`src/rtl/assert_macros.svh`:
```
// Assertion macros shared by the sequencer RTL files.
`ifndef ASSERT_MACROS_SVH
`define ASSERT_MACROS_SVH

// Property that must hold at every clock edge outside reset.
`define OSD_ASSERT_ALWAYS(lbl, cond, msg) \
  lbl: assert property (@(posedge clk_i) disable iff (!rst_ni) (cond)) \
    else $error(msg);

// Property whose consequent must hold in the cycle after the antecedent.
`define OSD_ASSERT_NEXT(lbl, pre, post, msg) \
  lbl: assert property (@(posedge clk_i) disable iff (!rst_ni) (pre) |=> (post)) \
    else $error(msg);

// Property whose consequent must hold in the same cycle as the antecedent.
`define OSD_ASSERT_IMPL(lbl, pre, post, msg) \
  lbl: assert property (@(posedge clk_i) disable iff (!rst_ni) (pre) |-> (post)) \
    else $error(msg);

`endif

```
`src/rtl/osdcws_pkg.sv`:
```
// Types, constants and the character mapping function of the OSD write sequencer.
package osdcws_pkg;

  // Character buffer geometry.
  localparam int BUF_DEPTH = 32;
  localparam int CNT_W     = $clog2(BUF_DEPTH + 1);
  localparam int IDX_W     = $clog2(BUF_DEPTH);

  // Event codes carried in the op field.
  localparam logic [2:0] OP_TICK   = 3'd0;
  localparam logic [2:0] OP_LOAD   = 3'd1;
  localparam logic [2:0] OP_STRING = 3'd2;
  localparam logic [2:0] OP_DONE   = 3'd3;
  localparam logic [2:0] OP_STATUS = 3'd4;

  // Configuration register indexes.
  localparam logic [1:0] CFG_IMAGE_ENABLE = 2'd0;
  localparam logic [1:0] CFG_PAL_MODE     = 2'd1;
  localparam logic [1:0] CFG_PASSTHROUGH  = 2'd2;

  // Chip register addresses and bit values.
  localparam logic [7:0] REG_VM0      = 8'h00;
  localparam logic [7:0] REG_DMM      = 8'h04;
  localparam logic [7:0] REG_DMAH     = 8'h05;
  localparam logic [7:0] REG_DMAL     = 8'h06;
  localparam logic [7:0] REG_OSDBL_W  = 8'h6C;
  localparam logic [7:0] REG_OSDBL_R  = 8'hEC;
  localparam logic [7:0] REG_STAT     = 8'hA0;
  localparam logic [7:0] VM0_RESET    = 8'h02;
  localparam logic [7:0] VM0_ENABLE   = 8'h08;
  localparam logic [7:0] VM0_PAL      = 8'h40;
  localparam logic [7:0] DMM_AUTO_INC = 8'h01;
  localparam logic [7:0] DMM_BLINK    = 8'h10;
  localparam logic [7:0] DMM_INVERT   = 8'h08;
  localparam logic [7:0] BL_MASK      = 8'hEF;
  localparam logic [7:0] CODE_END     = 8'hFF;

  // Screen geometry limits.
  localparam logic [4:0] ROW_MAX = 5'd15;
  localparam logic [5:0] COL_MAX = 6'd29;

  // Sequencer phases.
  typedef enum logic [3:0] {
    PH_UNINIT      = 4'd0,
    PH_INIT1       = 4'd1,
    PH_INIT2       = 4'd2,
    PH_INIT3       = 4'd3,
    PH_INIT4       = 4'd4,
    PH_READ_STATUS = 4'd5,
    PH_IDLE        = 4'd6,
    PH_S_STEP1     = 4'd7,
    PH_S_STEP2     = 4'd8,
    PH_S_STEP3     = 4'd9,
    PH_FINISHED    = 4'd10
  } phase_e;

  // One input event.
  typedef struct packed {
    logic [2:0] op;
    logic [7:0] ascii_char;
    logic [4:0] row;
    logic [5:0] column;
    logic       blink;
    logic       invert;
    logic [7:0] rx_byte;
  } in_item_t;

  // One result item.
  typedef struct packed {
    logic       frame_valid;
    logic [1:0] frame_length;
    logic [7:0] cmd_byte;
    logic [7:0] data_byte;
    logic       expect_read;
    logic [7:0] status_byte;
    logic       status_valid;
    logic       busy_res;
  } out_item_t;

  // Configuration register contents.
  typedef struct packed {
    logic image_enable;
    logic pal_mode;
    logic passthrough_chars;
  } cfg_t;

  // Buffer commands from the sequencer.
  typedef struct packed {
    logic       load;
    logic       clear;
    logic [7:0] ascii_char;
  } buf_cmd_t;

  // Buffer state seen by the sequencer.
  typedef struct packed {
    logic [CNT_W-1:0] load_count;
    logic [7:0]       rd_code;
  } buf_stat_t;

  // ASCII to font code mapping; NUL becomes the string terminator.
  function automatic logic [7:0] map_char(input logic [7:0] c);
    logic [7:0] code;
    code = c;
    case (c) inside
      8'h30:          code = c - 8'd38;
      [8'h31:8'h39]:  code = c - 8'd48;
      [8'h41:8'h5A]:  code = c - 8'd54;
      [8'h61:8'h7A]:  code = c - 8'd60;
      8'h28:          code = 8'h3F;
      8'h29:          code = 8'h40;
      8'h2E:          code = 8'h41;
      8'h3F:          code = 8'h42;
      8'h3B:          code = 8'h43;
      8'h3A:          code = 8'h44;
      8'h2C:          code = 8'h45;
      8'h2F:          code = 8'h47;
      8'h22:          code = 8'h48;
      8'h2D:          code = 8'h49;
      8'h3C:          code = 8'h4A;
      8'h3E:          code = 8'h4B;
      8'h40:          code = 8'h4C;
      8'h20:          code = 8'h00;
      8'h00:          code = CODE_END;
      default:        code = c;
    endcase
    return code;
  endfunction

endpackage

```
`src/rtl/osdcws_char_buf.sv`:
```
// Character buffer: stores mapped font codes and counts the loaded entries.
`include "assert_macros.svh"

module osdcws_char_buf (
  input  logic                          clk_i,
  input  logic                          rst_ni,
  input  logic                          adv_i,
  input  logic                          passthrough_i,
  input  osdcws_pkg::buf_cmd_t          cmd_i,
  input  logic [osdcws_pkg::IDX_W-1:0]  rd_idx_i,
  output osdcws_pkg::buf_stat_t         stat_o
);

  logic [7:0]                   mem_q [osdcws_pkg::BUF_DEPTH];
  logic [osdcws_pkg::CNT_W-1:0] count_q;
  logic [osdcws_pkg::CNT_W-1:0] count_d;
  logic                         wr_en;
  logic [7:0]                   wr_code;

  // A load is dropped once the buffer is full.
  assign wr_en   = adv_i && cmd_i.load &&
                   (count_q < osdcws_pkg::CNT_W'(osdcws_pkg::BUF_DEPTH));
  assign wr_code = passthrough_i ? cmd_i.ascii_char : osdcws_pkg::map_char(cmd_i.ascii_char);

  // Fill count: grows on each stored load, empties on the terminator frame.
  always_comb begin
    count_d = count_q;
    if (adv_i && cmd_i.clear) begin
      count_d = '0;
    end else if (wr_en) begin
      count_d = count_q + osdcws_pkg::CNT_W'(1);
    end
  end

  always_ff @(posedge clk_i or negedge rst_ni) begin
    if (!rst_ni) begin
      count_q <= '0;
    end else begin
      count_q <= count_d;
    end
  end

  // Storage holds no reset; only written entries are ever read.
  always_ff @(posedge clk_i) begin
    if (wr_en) begin
      mem_q[count_q[osdcws_pkg::IDX_W-1:0]] <= wr_code;
    end
  end

  assign stat_o.load_count = count_q;
  assign stat_o.rd_code    = mem_q[rd_idx_i];

  `OSD_ASSERT_ALWAYS(a_count_bound, count_q <= osdcws_pkg::CNT_W'(osdcws_pkg::BUF_DEPTH), "fill count beyond buffer depth")
  `OSD_ASSERT_NEXT(a_clear_empties, adv_i && cmd_i.clear, count_q == '0, "terminator did not empty the buffer")

endmodule

```
`src/rtl/osdcws_seq.sv`:
```
// Phase state machine: turns one event into at most one SPI frame and the status outputs.
`include "assert_macros.svh"

module osdcws_seq (
  input  logic                          clk_i,
  input  logic                          rst_ni,
  input  logic                          adv_i,
  input  osdcws_pkg::in_item_t          item_i,
  input  osdcws_pkg::cfg_t              cfg_i,
  input  osdcws_pkg::buf_stat_t         buf_i,
  output osdcws_pkg::buf_cmd_t          buf_cmd_o,
  output logic [osdcws_pkg::IDX_W-1:0]  rd_idx_o,
  output osdcws_pkg::out_item_t         res_o
);

  osdcws_pkg::phase_e           phase_q, phase_d;
  logic                         applied_q, applied_d;
  logic [osdcws_pkg::CNT_W-1:0] send_q, send_d;
  logic [8:0]                   addr_q, addr_d;
  logic [1:0]                   attr_q, attr_d;
  logic [7:0]                   sreg_q, sreg_d;
  logic                         fresh_q, fresh_d;
  logic [3:0]                   row_c;
  logic [4:0]                   col_c;
  logic [8:0]                   addr_new;

  // Screen address: clamped row times 30 plus clamped column.
  assign row_c    = (item_i.row > osdcws_pkg::ROW_MAX) ? 4'd15 : item_i.row[3:0];
  assign col_c    = (item_i.column > osdcws_pkg::COL_MAX) ? 5'd29 : item_i.column[4:0];
  assign addr_new = {row_c, 5'b00000} - {4'b0000, row_c, 1'b0} + {4'b0000, col_c};

  assign rd_idx_o = send_q[osdcws_pkg::IDX_W-1:0];

  // Next state and result for the event in the input register.
  always_comb begin
    osdcws_pkg::phase_e ph;
    ph        = phase_q;
    phase_d   = phase_q;
    applied_d = applied_q;
    send_d    = send_q;
    addr_d    = addr_q;
    attr_d    = attr_q;
    sreg_d    = sreg_q;
    fresh_d   = fresh_q;
    res_o     = '0;
    buf_cmd_o.load       = 1'b0;
    buf_cmd_o.clear      = 1'b0;
    buf_cmd_o.ascii_char = item_i.ascii_char;

    case (item_i.op)
      osdcws_pkg::OP_TICK: begin
        // An enable change while idle restarts initialization.
        if (phase_q == osdcws_pkg::PH_IDLE && cfg_i.image_enable != applied_q) begin
          applied_d = cfg_i.image_enable;
          ph        = osdcws_pkg::PH_UNINIT;
          phase_d   = osdcws_pkg::PH_UNINIT;
        end
        if (ph == osdcws_pkg::PH_UNINIT) begin
          res_o.frame_valid  = 1'b1;
          res_o.frame_length = 2'd2;
          res_o.cmd_byte     = osdcws_pkg::REG_VM0;
          res_o.data_byte    = osdcws_pkg::VM0_RESET;
          phase_d            = osdcws_pkg::PH_INIT1;
        end else if (ph == osdcws_pkg::PH_INIT2) begin
          res_o.frame_valid  = 1'b1;
          res_o.frame_length = 2'd1;
          res_o.cmd_byte     = osdcws_pkg::REG_OSDBL_R;
          res_o.expect_read  = 1'b1;
          phase_d            = osdcws_pkg::PH_INIT3;
        end
      end
      osdcws_pkg::OP_LOAD: begin
        buf_cmd_o.load = 1'b1;
      end
      osdcws_pkg::OP_STRING: begin
        if (phase_q == osdcws_pkg::PH_IDLE) begin
          addr_d             = addr_new;
          attr_d             = {item_i.blink, item_i.invert};
          res_o.frame_valid  = 1'b1;
          res_o.frame_length = 2'd2;
          res_o.cmd_byte     = osdcws_pkg::REG_DMAH;
          res_o.data_byte    = {7'b0000000, addr_new[8]};
          phase_d            = osdcws_pkg::PH_S_STEP1;
        end
      end
      osdcws_pkg::OP_DONE: begin
        case (phase_q)
          osdcws_pkg::PH_INIT1: begin
            phase_d = osdcws_pkg::PH_INIT2;
          end
          osdcws_pkg::PH_INIT3: begin
            res_o.frame_valid  = 1'b1;
            res_o.frame_length = 2'd2;
            res_o.cmd_byte     = osdcws_pkg::REG_OSDBL_W;
            res_o.data_byte    = item_i.rx_byte & osdcws_pkg::BL_MASK;
            phase_d            = osdcws_pkg::PH_INIT4;
          end
          osdcws_pkg::PH_INIT4: begin
            res_o.frame_valid  = 1'b1;
            res_o.frame_length = 2'd2;
            res_o.cmd_byte     = osdcws_pkg::REG_VM0;
            res_o.data_byte    = (cfg_i.pal_mode ? osdcws_pkg::VM0_PAL : 8'h00) |
                                 (applied_q ? osdcws_pkg::VM0_ENABLE : 8'h00);
            phase_d            = osdcws_pkg::PH_FINISHED;
          end
          osdcws_pkg::PH_S_STEP1: begin
            res_o.frame_valid  = 1'b1;
            res_o.frame_length = 2'd2;
            res_o.cmd_byte     = osdcws_pkg::REG_DMAL;
            res_o.data_byte    = addr_q[7:0];
            phase_d            = osdcws_pkg::PH_S_STEP2;
          end
          osdcws_pkg::PH_S_STEP2: begin
            res_o.frame_valid  = 1'b1;
            res_o.frame_length = 2'd2;
            res_o.cmd_byte     = osdcws_pkg::REG_DMM;
            res_o.data_byte    = osdcws_pkg::DMM_AUTO_INC |
                                 (attr_q[1] ? osdcws_pkg::DMM_BLINK : 8'h00) |
                                 (attr_q[0] ? osdcws_pkg::DMM_INVERT : 8'h00);
            send_d             = '0;
            phase_d            = osdcws_pkg::PH_S_STEP3;
          end
          osdcws_pkg::PH_S_STEP3: begin
            res_o.frame_valid  = 1'b1;
            res_o.frame_length = 2'd1;
            // Send the next code, or the terminator at a stored 0xFF or the buffer end.
            if (send_q < buf_i.load_count &&
                send_q < osdcws_pkg::CNT_W'(osdcws_pkg::BUF_DEPTH) &&
                buf_i.rd_code != osdcws_pkg::CODE_END) begin
              res_o.cmd_byte = buf_i.rd_code;
              send_d         = send_q + osdcws_pkg::CNT_W'(1);
            end else begin
              res_o.cmd_byte  = osdcws_pkg::CODE_END;
              buf_cmd_o.clear = 1'b1;
              phase_d         = osdcws_pkg::PH_FINISHED;
            end
          end
          osdcws_pkg::PH_READ_STATUS: begin
            sreg_d  = item_i.rx_byte;
            fresh_d = 1'b1;
            phase_d = osdcws_pkg::PH_IDLE;
          end
          osdcws_pkg::PH_FINISHED: begin
            attr_d  = 2'b00;
            phase_d = osdcws_pkg::PH_IDLE;
          end
          default: begin
            phase_d = phase_q;
          end
        endcase
      end
      osdcws_pkg::OP_STATUS: begin
        fresh_d = 1'b0;
        if (phase_q == osdcws_pkg::PH_IDLE) begin
          res_o.frame_valid  = 1'b1;
          res_o.frame_length = 2'd1;
          res_o.cmd_byte     = osdcws_pkg::REG_STAT;
          res_o.expect_read  = 1'b1;
          phase_d            = osdcws_pkg::PH_READ_STATUS;
        end
      end
      default: begin
        phase_d = phase_q;
      end
    endcase

    res_o.status_byte  = sreg_d;
    res_o.status_valid = fresh_d;
    res_o.busy_res     = (phase_d != osdcws_pkg::PH_IDLE);
  end

  // State registers advance once per processed event.
  always_ff @(posedge clk_i or negedge rst_ni) begin
    if (!rst_ni) begin
      phase_q   <= osdcws_pkg::PH_UNINIT;
      applied_q <= 1'b1;
      send_q    <= '0;
      addr_q    <= '0;
      attr_q    <= '0;
      sreg_q    <= '0;
      fresh_q   <= 1'b0;
    end else if (adv_i) begin
      phase_q   <= phase_d;
      applied_q <= applied_d;
      send_q    <= send_d;
      addr_q    <= addr_d;
      attr_q    <= attr_d;
      sreg_q    <= sreg_d;
      fresh_q   <= fresh_d;
    end
  end

  `OSD_ASSERT_NEXT(a_status_req, adv_i && item_i.op == osdcws_pkg::OP_STATUS && phase_q == osdcws_pkg::PH_IDLE, phase_q == osdcws_pkg::PH_READ_STATUS, "idle status request did not start a read")
  `OSD_ASSERT_NEXT(a_status_fresh, adv_i && item_i.op == osdcws_pkg::OP_DONE && phase_q == osdcws_pkg::PH_READ_STATUS, fresh_q && phase_q == osdcws_pkg::PH_IDLE, "status read completion not captured")
  `OSD_ASSERT_IMPL(a_read_frames, res_o.expect_read, phase_d == osdcws_pkg::PH_INIT3 || phase_d == osdcws_pkg::PH_READ_STATUS, "read frame outside a read phase")

endmodule

```
`src/rtl/osd_char_write_sequencer_unit.sv`:
```
// Top level of the OSD character write sequencer: channel registers, configuration and wiring.
//
// The unit takes one event per transfer on the input channel and returns exactly one result
// per event on the output channel. It sustains one event per clock cycle while the output
// channel does not stall. A result is formed from its event in the input register and is held
// in the result register until it is taken. While a result waits, the input register takes one
// more event and then holds the input off until the result is drained. Configuration writes
// take effect at the next clock edge; the user must make them only while the unit is idle, as
// it does not enforce this. The character buffer holds 32 codes; further loads are dropped.
`include "assert_macros.svh"

module osd_char_write_sequencer_unit (
  input  logic                   clk_i,
  input  logic                   rst_ni,
  input  logic                   in_valid_i,
  output logic                   in_ready_o,
  input  osdcws_pkg::in_item_t   in_data_i,
  output logic                   out_valid_o,
  input  logic                   out_ready_i,
  output osdcws_pkg::out_item_t  out_data_o,
  input  logic                   cfg_we_i,
  input  logic [1:0]             cfg_idx_i,
  input  logic [0:0]             cfg_data_i
);

  logic                          in_valid_q;
  osdcws_pkg::in_item_t          in_q;
  logic                          out_valid_q;
  osdcws_pkg::out_item_t         out_q;
  osdcws_pkg::out_item_t         res;
  osdcws_pkg::cfg_t              cfg_q;
  osdcws_pkg::buf_cmd_t          buf_cmd;
  osdcws_pkg::buf_stat_t         buf_stat;
  logic [osdcws_pkg::IDX_W-1:0]  rd_idx;
  logic                          adv;

  // The held event is processed when the result register is free or being drained.
  assign adv        = in_valid_q && (!out_valid_q || out_ready_i);
  assign in_ready_o = !in_valid_q || adv;

  // Input register.
  always_ff @(posedge clk_i or negedge rst_ni) begin
    if (!rst_ni) begin
      in_valid_q <= 1'b0;
    end else if (in_valid_i && in_ready_o) begin
      in_valid_q <= 1'b1;
    end else if (adv) begin
      in_valid_q <= 1'b0;
    end
  end

  always_ff @(posedge clk_i) begin
    if (in_valid_i && in_ready_o) begin
      in_q <= in_data_i;
    end
  end

  // Result register.
  always_ff @(posedge clk_i or negedge rst_ni) begin
    if (!rst_ni) begin
      out_valid_q <= 1'b0;
    end else if (adv) begin
      out_valid_q <= 1'b1;
    end else if (out_ready_i) begin
      out_valid_q <= 1'b0;
    end
  end

  always_ff @(posedge clk_i) begin
    if (adv) begin
      out_q <= res;
    end
  end

  assign out_valid_o = out_valid_q;
  assign out_data_o  = out_q;

  // Configuration registers.
  always_ff @(posedge clk_i or negedge rst_ni) begin
    if (!rst_ni) begin
      cfg_q.image_enable      <= 1'b1;
      cfg_q.pal_mode          <= 1'b0;
      cfg_q.passthrough_chars <= 1'b0;
    end else if (cfg_we_i) begin
      case (cfg_idx_i)
        osdcws_pkg::CFG_IMAGE_ENABLE: cfg_q.image_enable      <= cfg_data_i[0];
        osdcws_pkg::CFG_PAL_MODE:     cfg_q.pal_mode          <= cfg_data_i[0];
        osdcws_pkg::CFG_PASSTHROUGH:  cfg_q.passthrough_chars <= cfg_data_i[0];
        default:                      cfg_q                   <= cfg_q;
      endcase
    end
  end

  osdcws_seq u_seq (
    .clk_i     (clk_i),
    .rst_ni    (rst_ni),
    .adv_i     (adv),
    .item_i    (in_q),
    .cfg_i     (cfg_q),
    .buf_i     (buf_stat),
    .buf_cmd_o (buf_cmd),
    .rd_idx_o  (rd_idx),
    .res_o     (res)
  );

  osdcws_char_buf u_char_buf (
    .clk_i         (clk_i),
    .rst_ni        (rst_ni),
    .adv_i         (adv),
    .passthrough_i (cfg_q.passthrough_chars),
    .cmd_i         (buf_cmd),
    .rd_idx_i      (rd_idx),
    .stat_o        (buf_stat)
  );

  `OSD_ASSERT_NEXT(a_result_follows, adv, out_valid_q, "processed event left no result")
  `OSD_ASSERT_IMPL(a_no_overwrite, adv && out_valid_q, out_ready_i, "pending result overwritten")

endmodule
```
`config.mk`:
```
export PLATFORM = sky130hd
export DESIGN_NAME = osd_char_write_sequencer_unit
export DESIGN_NICKNAME = d
export VERILOG_FILES = /design/src/rtl/osdcws_pkg.sv /design/src/rtl/osdcws_char_buf.sv /design/src/rtl/osdcws_seq.sv /design/src/rtl/osd_char_write_sequencer_unit.sv
export VERILOG_INCLUDE_DIRS = /design/src /design/src/rtl
export SDC_FILE = /design/constraint.sdc
export NUM_CORES = 1
export LEC_CHECK = 0
export BUFFER_PORTS_ARGS = -buffer_cell sky130_fd_sc_hd__buf_4
export CAP_MARGIN = 20
export CORE_ASPECT_RATIO = 0.5
export CORE_MARGIN = 5
export CORE_UTILIZATION = 40
export DETAILED_ROUTE_END_ITERATION = 7
export PLACE_DENSITY_LB_ADDON = 0.2
export SYNTH_ARGS = -nofsm -noshare
export SYNTH_HDL_FRONTEND = slang
export SYNTH_SLANG_ARGS = --single-unit
```
`constraint.sdc`:
```
create_clock -name clk_i -period 4 [get_ports clk_i]
set_clock_uncertainty 0.1 [all_clocks]
set_input_delay 0.4 -clock clk_i [delete_from_list [all_inputs] [get_ports clk_i]]
set_output_delay 0.4 -clock clk_i [all_outputs]
set_load 0.05 [all_outputs]
```
Word level (Yosys, flattened, before mapping)
Memory sizes are Yosys's and may differ from the RTL's. Cells that the tools add are included. W data, S select, Z words.

Memories kept: 1. RAM bits: 256. Logic and storage cells: 189. Bits of input ports: 40. Output and inout port bits: 32. Bits in registers: 103.

Eq/ne operators: 37. Bitwise gates (word level): 2. Order comparisons: 11. $add $sub $neg: 8. Muxes and demuxes: 70. Reduce and logical (&&, ||, !) cells: 32.

Memory list: u_char_buf.mem_q (words 32, width 8, read ports 1, clocked after Yosys merged registers in 0, wr ports 1, RTL line osdcws_char_buf.sv:14) `logic [7:0] mem_q [osdcws_pkg::BUF_DEPTH];`.

Operators with widths (count): $mux W8 (23); $eq A8 B6 Y1 const B (14); $pmux W11 S5 (1); $pmux W11 S4 (1); $mux W4 (10); $mux W11 (3); $pmux W8 S4 (1); $sub A8 B6 Y8 const B (4); $pmux W4 S7 (1); $pmux W8 S3 (1); $mux W19 (1); $mux W6 (3); $eq A4 B3 Y1 const B (4); $ge A8 B7 Y1 const B (2); $le A8 B7 Y1 const B (2); $or A8 B8 Y8 (2); $pmux W4 S4 (1); $mux W1 (14); $add A6 B1 Y6 const B (2); $eq A4 B4 Y1 const B (3); $lt A6 B6 Y1 const B (2); $pmux W6 S2 (1); $logic_and A1 B1 Y1 (11); $mux W5 (2); 35 further kinds (51).

Longest topological paths before layout
Gate-level depths: netlist of the first run.

Word-level depth: 21. Gate-level depth with buffers: 14. Depth with buffers taken out: 11.

Hierarchy
From an unflattened synthesis of the first run, not the netlist that was laid out.

Cells, all modules: 1032. Area, all modules: 16199.3 um^2.

By module, submodules not included: osdcws_char_buf (cells an instance 633, seq. area each 7837.5 um^2, area an instance 11452.2 um^2, instances 1); osdcws_seq (cells an instance 320, seq. area each 752.0 um^2, area an instance 2658.8 um^2, instances 1); osd_char_write_sequencer_unit (cells an instance 79, seq. area each 1988.2 um^2, area an instance 2088.3 um^2, instances 1).

Worst setup path before layout of the first run
Ideal clock, no wire load.

Kind: flip-flop to flip-flop. Start: register in_q[24] (netlist bit). End: memory u_char_buf.mem_q[0][5], data pin. Clock period less this slack: 4.323 ns. Library setup time: 0.454 ns. Cell stages (with the launch flop): 13. Path slack: -0.323 ns. Arrival: 3.769 ns. Data required time: 3.446 ns. Path buffers: 1. Cell sequence: edfxtp_1 clkbuf_1 inv_1 ha_1 o21ai_0 a211o_1 a21oi_1 nor2_1 a22oi_1 nor2_1 o31ai_1 mux2i_1 o21ai_0.

Cells in the longest elaborated chain, start to end: 21. Elaborated cells between the ends (all ways): 49. Classes of those cells: add/sub: 4; order compare: 6; eq/ne: 15; mux: 20; reduce/logical: 4.

RTL lines: from (decl) (RTL line osd_char_write_sequencer_unit.sv:27) `osdcws_pkg::in_item_t in_q;`; from (signal assigned) (RTL line osd_char_write_sequencer_unit.sv:54) `in_q <= in_data_i;`; $logic_not A8 Y1 (RTL line osdcws_char_buf.sv:23) `assign wr_code = passthrough_i ? cmd_i.ascii_char : osdcws_pkg::map_char(cmd_i.ascii_char);`; $mux W8 (18 in series) (RTL line osdcws_pkg.sv:104) `case (c) inside`; $mux W8 * (RTL line osdcws_pkg.sv:104); $mux W8 * (RTL line osdcws_char_buf.sv:23); via u_char_buf.wr_code[5] (RTL line osdcws_char_buf.sv:18) `logic [7:0] wr_code;`; to (decl) (RTL line osdcws_char_buf.sv:14).

Mark *: on every way through the listed nets, which the timed path passes. The rest lies on a longest branch.

Final worst setup path of the first run
Start: register in_q[23] (netlist bit). End: memory u_char_buf.mem_q[15][4], data pin.

Same word-level chain as after synthesis.

==> impl_metrics.tcl, run 1 <==
set metrics [dict create \
    run_status "finished, final reports clean" \
    hold_violations 0 \
    fmaxAchievable_mhz 271.5 \
    dp.cells 1670 \
    grt_use_total 0.1755 \
    fp.coreArea_mm2 0.04021 \
    synthToLayoutAreaGrowth_pct 16.60 \
    yosys.cell_count.top_type "sky130_fd_sc_hd__edfxtp_1" \
    timing.critical_path.from "in_q[23]" \
    synth_enable_flop_cells 318 \
    filler_cell_count 3490 \
    synth.top_cell.area_share 0.5890 \
    yosys.cell_types.count 80 \
    final-max-slew-violation-count 0 \
    setup_viol_count_final 0 \
    endpoint "u_char_buf.mem_q[15][4]" \
    worst-path-max-fanout 32 \
    detail_route.drc_violations 0 \
    clock-sinks 359 \
    ff_latch_area_mm2 0.01058 \
    cap_viol_max_count 0 \
    die-width_um 294.7 \
    worst_ep_arrival_time_ns 3.81 \
    ios 72 \
    via_per_inst 5.505 \
    avgRoutedWirePerCell_um 22.40 \
    post-route-period-util 0.9208 \
    rel_slew_slack 0.3089 \
    worst_hold_path_type "input pin to register" \
    synth_top_area_cell "sky130_fd_sc_hd__edfxtp_1" \
    final.setup.tns_ns 0 \
    grt_overflow_total 0 \
    end_kind "register" \
    netlist_instances 1072 \
    num_antenna_cells 0 \
    proportion_of_register_bits_with_asynchronous_set_or_reset_after_synthesis 0.1142 \
    timing.reg2reg.worst_path_depth 12 \
    cts.htree.levels 2 \
    netlist_top_cells_count "sky130_fd_sc_hd__edfxtp_1, sky130_fd_sc_hd__nor2_1, sky130_fd_sc_hd__nand2_1, sky130_fd_sc_hd__o21ai_0, sky130_fd_sc_hd__a21oi_1" \
    grt_pass1_vias 9920 \
    numCtsBuffers 35 \
    start_kind "register" \
    detail_route.wirelength_mm 39.53 \
    initial_utilization 0.4032 \
    io_buffer_count 71 \
    yosysWarnings 0 \
    grt_pass1_wl_mm 61.04 \
    design.die.area_mm2 0.04490 \
    final_net_count 1269 \
    gpl.final_weighted_congestion 0.8214 \
    crit_required_ns 4.13 \
    synth.ff_latch_count 359 \
    initial_antenna_violation_count 0 \
    place_hpwl_mm 26.00 \
    max_slew.worst_pin.slew_ns 1.037 \
    crit-reg2reg-launch "in_q[23]" \
    worst_skew_pair.late_latency_ns 0.53 \
    syn_area_per_cell_um2 15.12 \
    ctsRootBufferMaster "sky130_fd_sc_hd__clkbuf_16" \
    drive_above_1_share 0.2220 \
    post-route-min-period_ns 3.683 \
    fp-row-count 52 \
    detail_route.iter0.violations 841 \
    finish.cell_count_without_fillers 1765 \
    share_of_synthesized_area_occupied_by_flip_flops_and_latches 0.6525 \
    drt.antenna.violating_nets 0 \
    ys_top_cells_by_area "sky130_fd_sc_hd__edfxtp_1, sky130_fd_sc_hd__dfrtp_1, sky130_fd_sc_hd__mux4_2, sky130_fd_sc_hd__mux4_1, sky130_fd_sc_hd__mux2_2" \
    power_leakage_nw 6.510 \
    p_per_area_mw_per_mm2 469.0 \
    vias 9716 \
    worst_setup_hold_path_clk_slew_ns 0.07 \
    largest_net_degree_at_the_start_of_global_routing 49 \
    ctsLongestPathBuffers 3 \
    post_cts_repair_setup_buffers 0 \
    maximum_ir_drop_on_the_vdd_rail_uv 228.0 \
    multi_input_area_mm2 0.005117 \
    ys.flop_type "sky130_fd_sc_hd__edfxtp_1" \
    worst_setup_path_category "register to register" \
    timing.reg2reg.setup_slack_ns 0.32 \
    area_of_the_mapped_netlist_mm2 0.01621 \
    capture_instance_of_the_worst_register_to_register_path "u_char_buf.mem_q[15][4]" \
    rsz0062_at_grt "no" \
    cts_tree "done" \
    synth.net_count 1140 \
    drt_pass1_iterations 8 \
    dieHeight_um 152.4 \
]
how the worst min path moves through the flow:
stage / from / endpoint / slack (ns) / cells after the start
finish: cfg_data_i / cfg_q[1] / 0.03 / 2
CTS: cfg_data_i / cfg_q[1] / 0.009 / 2
floorplan: rst_ni / cfg_q[0] / 0.004 / 0
global placement: rst_ni / u_seq.addr_q[5] / 0.33 / 1
detailed placement: rst_ni / u_seq.addr_q[5] / 0.34 / 1
global route: cfg_data_i / cfg_q[1] / 0.02 / 2
area by class of cell:
class / instances / share of cell area
clock buffers: 46 / 0.05236
clock inverters: 15 / 0.009002
inverters: 28 / 0.005560
multi-input cells: 627 / 0.2707
flip-flops and latches: 359 / 0.5599
well taps: 540 / 0.03574
repair buffers: 150 / 0.06672
critical path, stage by stage (launching register included):
cell	delay, ns
sky130_fd_sc_hd__edfxtp_1	0.54
sky130_fd_sc_hd__inv_1	0.22
sky130_fd_sc_hd__ha_1	0.39
sky130_fd_sc_hd__a21oi_1	0.14
sky130_fd_sc_hd__o21ai_0	0.19
sky130_fd_sc_hd__a21oi_1	0.15
sky130_fd_sc_hd__nor2_1	0.48
sky130_fd_sc_hd__o21ai_0	0.25
sky130_fd_sc_hd__o21ai_0	0.13
sky130_fd_sc_hd__nand2_1	0.07
sky130_fd_sc_hd__o211a_1	0.13
sky130_fd_sc_hd__o32a_1	0.33
sky130_fd_sc_hd__buf_4	0.23
metal layers:
metal  vias to the layer above  global-route usage  routed length [um]
li1                       4445                   -                   -
met2                       266              0.2887               19000
met4                         0             0.03814                 623
met5                         -                   0                   0
met3                        44             0.02826                2052
met1                      4961              0.2488               17860
cells by family (layout without fill, tap and decap cells):
group / after synthesis / after routing / synth area share
muxes: 123 / 123 / 0.1233
and+or+nand+nor: 262 / 262 / 0.07834
adders and majority gates: 28 / 28 / 0.02161
xor gates and xnor gates: 13 / 13 / 0.007023
AOI/OAI and AO/OA: 201 / 201 / 0.08389
DFF: 359 / 359 / 0.6525
buffers and inverters: 86 / 239 / 0.03334
placed cells by master, fill, tap and decap left out, types with 32 or more instances in the layout:
cell and n:
sky130_fd_sc_hd__nand2_1 68, sky130_fd_sc_hd__mux2i_1 37, sky130_fd_sc_hd__a21oi_1 38, sky130_fd_sc_hd__o21ai_0 55
sky130_fd_sc_hd__nor2_1 84, sky130_fd_sc_hd__mux2_2 34, sky130_fd_sc_hd__clkbuf_16 37, sky130_fd_sc_hd__dfrtp_1 36
sky130_fd_sc_hd__edfxtp_1 318, sky130_fd_sc_hd__mux4_2 32, sky130_fd_sc_hd__dlygate4sd3_1 34, sky130_fd_sc_hd__buf_4 112
sequential cells by signal, summed over array words and instances (netlist names):
| signal | cells |
|---|---|
| cfg_q | 3 |
| in_q | 32 |
| in_valid_q | 1 |
| out_data_o | 30 |
| out_valid_o | 1 |
| u_char_buf.count_q | 6 |
| u_char_buf.mem_q | 256 |
| u_seq.addr_q | 8 |
| u_seq.applied_q | 1 |
| u_seq.attr_q | 2 |
| u_seq.fresh_q | 1 |
| u_seq.phase_q | 4 |
| u_seq.send_q | 6 |
| u_seq.sreg_q | 8 |
metrics by stage:
stage	setup WS (ns)	instance area [um2]	total power, W	util	hold WS (ns)
2_1_floorplan	0.1421	16210	0.005165	-	0.004409
3_3_place_gp	0.4321	17400	0.005538	0.4328	0.3340
3_5_place_dp	0.3849	17400	0.005554	0.4328	0.3386
4_1_cts	0.3472	18900	0.008954	0.4701	0.009305
5_1_grt	0.08259	18900	0.009223	0.4701	0.02344
6_report	0.3166	18900	0.008865	0.4701	0.02724
report_power, final:
part	total, W	switching, W	internal (W)
sequential	0.00442	0.000105	0.00432
clock	0.00337	0.00142	0.00195
combinational	0.00107	0.000674	0.000395
timing repair:
action	in CTS	in global routing
setup endpoints to repair	0	0
hold endpoints to repair	72	0
hold buffers	34	0
gates resized for setup	0	0
Power figures use the tool's default switching activity.
==> run 2, diff against run 1 <==
--- a/config.mk
+++ b/config.mk
@@ -13,5 +13,5 @@
 export CORE_UTILIZATION = 40
 export DETAILED_ROUTE_END_ITERATION = 7
-export PLACE_DENSITY_LB_ADDON = 0.2
+export HOLD_SLACK_MARGIN = 0.06
 export SYNTH_ARGS = -nofsm -noshare
 export SYNTH_HDL_FRONTEND = slang
==> constraint.sdc (replaced) <==
create_clock -name clk_i -period 4 [get_ports clk_i]
set_clock_uncertainty 0.1 [all_clocks]
set_input_delay 0.8 -clock clk_i [delete_from_list [all_inputs] [get_ports clk_i]]
set_output_delay 0.8 -clock clk_i [all_outputs]
set_load 0.05 [all_outputs]
==> run 2 against run 1 <==
Against the previous run:
- global-route usage decreased by 0.70 points
- clock power decreased by 6%
- wire length decreased by 2.4%
- count of clock-buffer cells in the layout increased by 1
- sequential power about the same
- sequential cell count unchanged
- fmax increased by 2.9%
- largest power group unchanged
==> impl_metrics.tcl, run 2 (synthesized netlist as in run 1, its figures left out) <==
set metrics [dict create \
    capture_instance_of_the_worst_register_to_register_path "u_char_buf.mem_q[24][4]" \
    grt_use_total 0.1685 \
    rel_slew_slack 0.3611 \
    final_critical_path_setup_slack_ns 0.4206 \
    detail_route.iter0.violations 760 \
    cts-hold-fix-buffers 0 \
    detail_route.drc_violations 0 \
    end_kind "register" \
    fp-row-count 52 \
    avgRoutedWirePerCell_um 22.19 \
    final_net_count 1240 \
    largest_reg_flops 256 \
    numCtsBuffers 35 \
    cts.htree.levels 2 \
    design_power_total_w 0.008637 \
    post-route-min-period_ns 3.579 \
    post-route-period-util 0.8948 \
    crit-reg2reg-launch "in_q[23]" \
    timing.reg2reg.setup_slack_ns 0.42 \
    timing.reg2reg.worst_path_depth 13 \
    num_antenna_cells 0 \
    ios 72 \
    rsz0062_at_grt "no" \
    vias 9695 \
    fmaxAchievable_mhz 279.4 \
    worst_ep_arrival_time_ns 3.72 \
    grt_pass1_wl_mm 59.22 \
    gpl.final_weighted_congestion 0.8589 \
    initial_antenna_violation_count 0 \
    filler_cell_count 3519 \
    longest_individual_stage_delay_on_the_worst_path_ns 0.53 \
    io_buffer_count 71 \
    setup_viol_count_final 0 \
    cts_tree "done" \
    most-common-layout-cells "sky130_fd_sc_hd__edfxtp_1, sky130_fd_sc_hd__buf_4, sky130_fd_sc_hd__nor2_1" \
    cp_top_family "compound AO/OA/AOI/OAI gates" \
    grt_pass1_vias 9656 \
    post_cts_repair_setup_buffers 0 \
    largest_net_degree_at_the_start_of_global_routing 49 \
    place_hpwl_mm 25.81 \
    crit_path_cell_trace "inv_1 > ha_1 > a21oi_1 > o21ai_0 > a21oi_1 > buf_4 > nor2_1 > o21ai_0 > o21ai_0 > nand2_1 > o211a_1 > o32a_1 > buf_12" \
    buffer_and_inverter_count_on_the_worst_path 3 \
    hold_violations 0 \
    p_per_area_mw_per_mm2 465.8 \
    worst-path-max-fanout 32 \
    pre_cts_ws_ns 0.4801 \
    drt.antenna.violating_nets 0 \
    drive_above_1_share 0.2269 \
    final.setup.tns_ns 0 \
    run_status "finished, final reports clean" \
    drt_pass1_iterations 5 \
    synthToLayoutAreaGrowth_pct 14.36 \
    crit_top_cell "sky130_fd_sc_hd__o21ai_0" \
    die-width_um 294.7 \
    final-max-slew-violation-count 0 \
    detail_route.wirelength_mm 38.58 \
    ctsLongestPathBuffers 3 \
    dieHeight_um 152.4 \
    power_leakage_nw 6.365 \
    most_frequent_standard_cell_in_the_layout_excluding_fill_and_tap_cells "sky130_fd_sc_hd__edfxtp_1" \
    cap_viol_max_count 0 \
    worst_hold_path_type "input pin to asynchronous set/reset pin" \
    initial_utilization 0.4032 \
    crit_required_ns 4.14 \
    finish.cell_count_without_fillers 1739 \
    ctsRootBufferMaster "sky130_fd_sc_hd__clkbuf_16" \
    post_cts_resize_count 0 \
    dp.cells 1675 \
    maximum_ir_drop_on_the_vdd_rail_uv 259.0 \
    path_depth 13 \
    worst_skew_pair.late_latency_ns 0.54 \
    design.die.area_mm2 0.04490 \
    fp.coreArea_mm2 0.04021 \
    grt_overflow_total 0 \
    via_per_inst 5.575 \
    clock-sinks 359 \
    cp_slowest_cell "sky130_fd_sc_hd__edfxtp_1" \
    start_kind "register" \
    max_slew.worst_pin.slew_ns 0.9548 \
    worst_setup_hold_path_clk_slew_ns 0.06 \
    worst_setup_path_category "register to register" \
]
[run 2: layer usage]
metal	GRT usage	up-vias	routed length, um
met4	0.04037	0	713
met1	0.2485	4956	17710
met5	0	-	0
met2	0.2621	292	18020
met3	0.03029	51	2139
li1	-	4396	-
[run 2: worst reg2reg max path: cells and delay by family, from the launching register on]
kind	cells	cell delay, ns
compound gates	7	1.27
buf+inv	3	0.57
flops	1	0.53
simple gates	2	0.46
fa+ha+maj	1	0.36
[run 2: stage by stage]
step           hold slack [ns]  instance area (um2)  utilization
2_1_floorplan           0.3429                16210            -
3_3_place_gp            0.3715                17450       0.4341
3_5_place_dp            0.3782                17450       0.4341
4_1_cts                 0.1644                18540       0.4611
5_1_grt                 0.1972                18540       0.4611
6_report                0.1545                18540       0.4611
[run 2: area by class of cell]
| cell class | instances | area, um2 | share of cell area |
|---|---|---|---|
| flip-flops and latches | 359 | 10580 | 0.5709 |
| multi-input cells | 627 | 5117 | 0.2760 |
| repair buffers | 121 | 970.9 | 0.05237 |
| clock buffers | 47 | 952.2 | 0.05136 |
| well taps | 540 | 675.6 | 0.03644 |
| clock inverters | 17 | 135.1 | 0.007288 |
| inverters | 28 | 105.1 | 0.005669 |
[run 2: power breakdown]
group | internal [W] | total, W | switching (W)
clock | 0.00176 | 0.00318 | 0.00141
sequential | 0.00432 | 0.00444 | 0.000125
combinational | 0.000373 | 0.00102 | 0.000644
[run 2: how the worst max path moves through the flow]
stage / start / end / slack (ns)
final: in_q[23] / u_char_buf.mem_q[24][4] / 0.42
after global routing: in_q[23] / u_char_buf.mem_q[24][4] / 0.16
after CTS: in_q[23] / u_char_buf.mem_q[24][4] / 0.42
after detailed placement: in_q[23] / u_char_buf.mem_q[14][4] / 0.48
after global placement: in_q[23] / u_char_buf.mem_q[8][4] / 0.48
after floorplan: in_q[26] / u_char_buf.mem_q[0][7] / 0.14
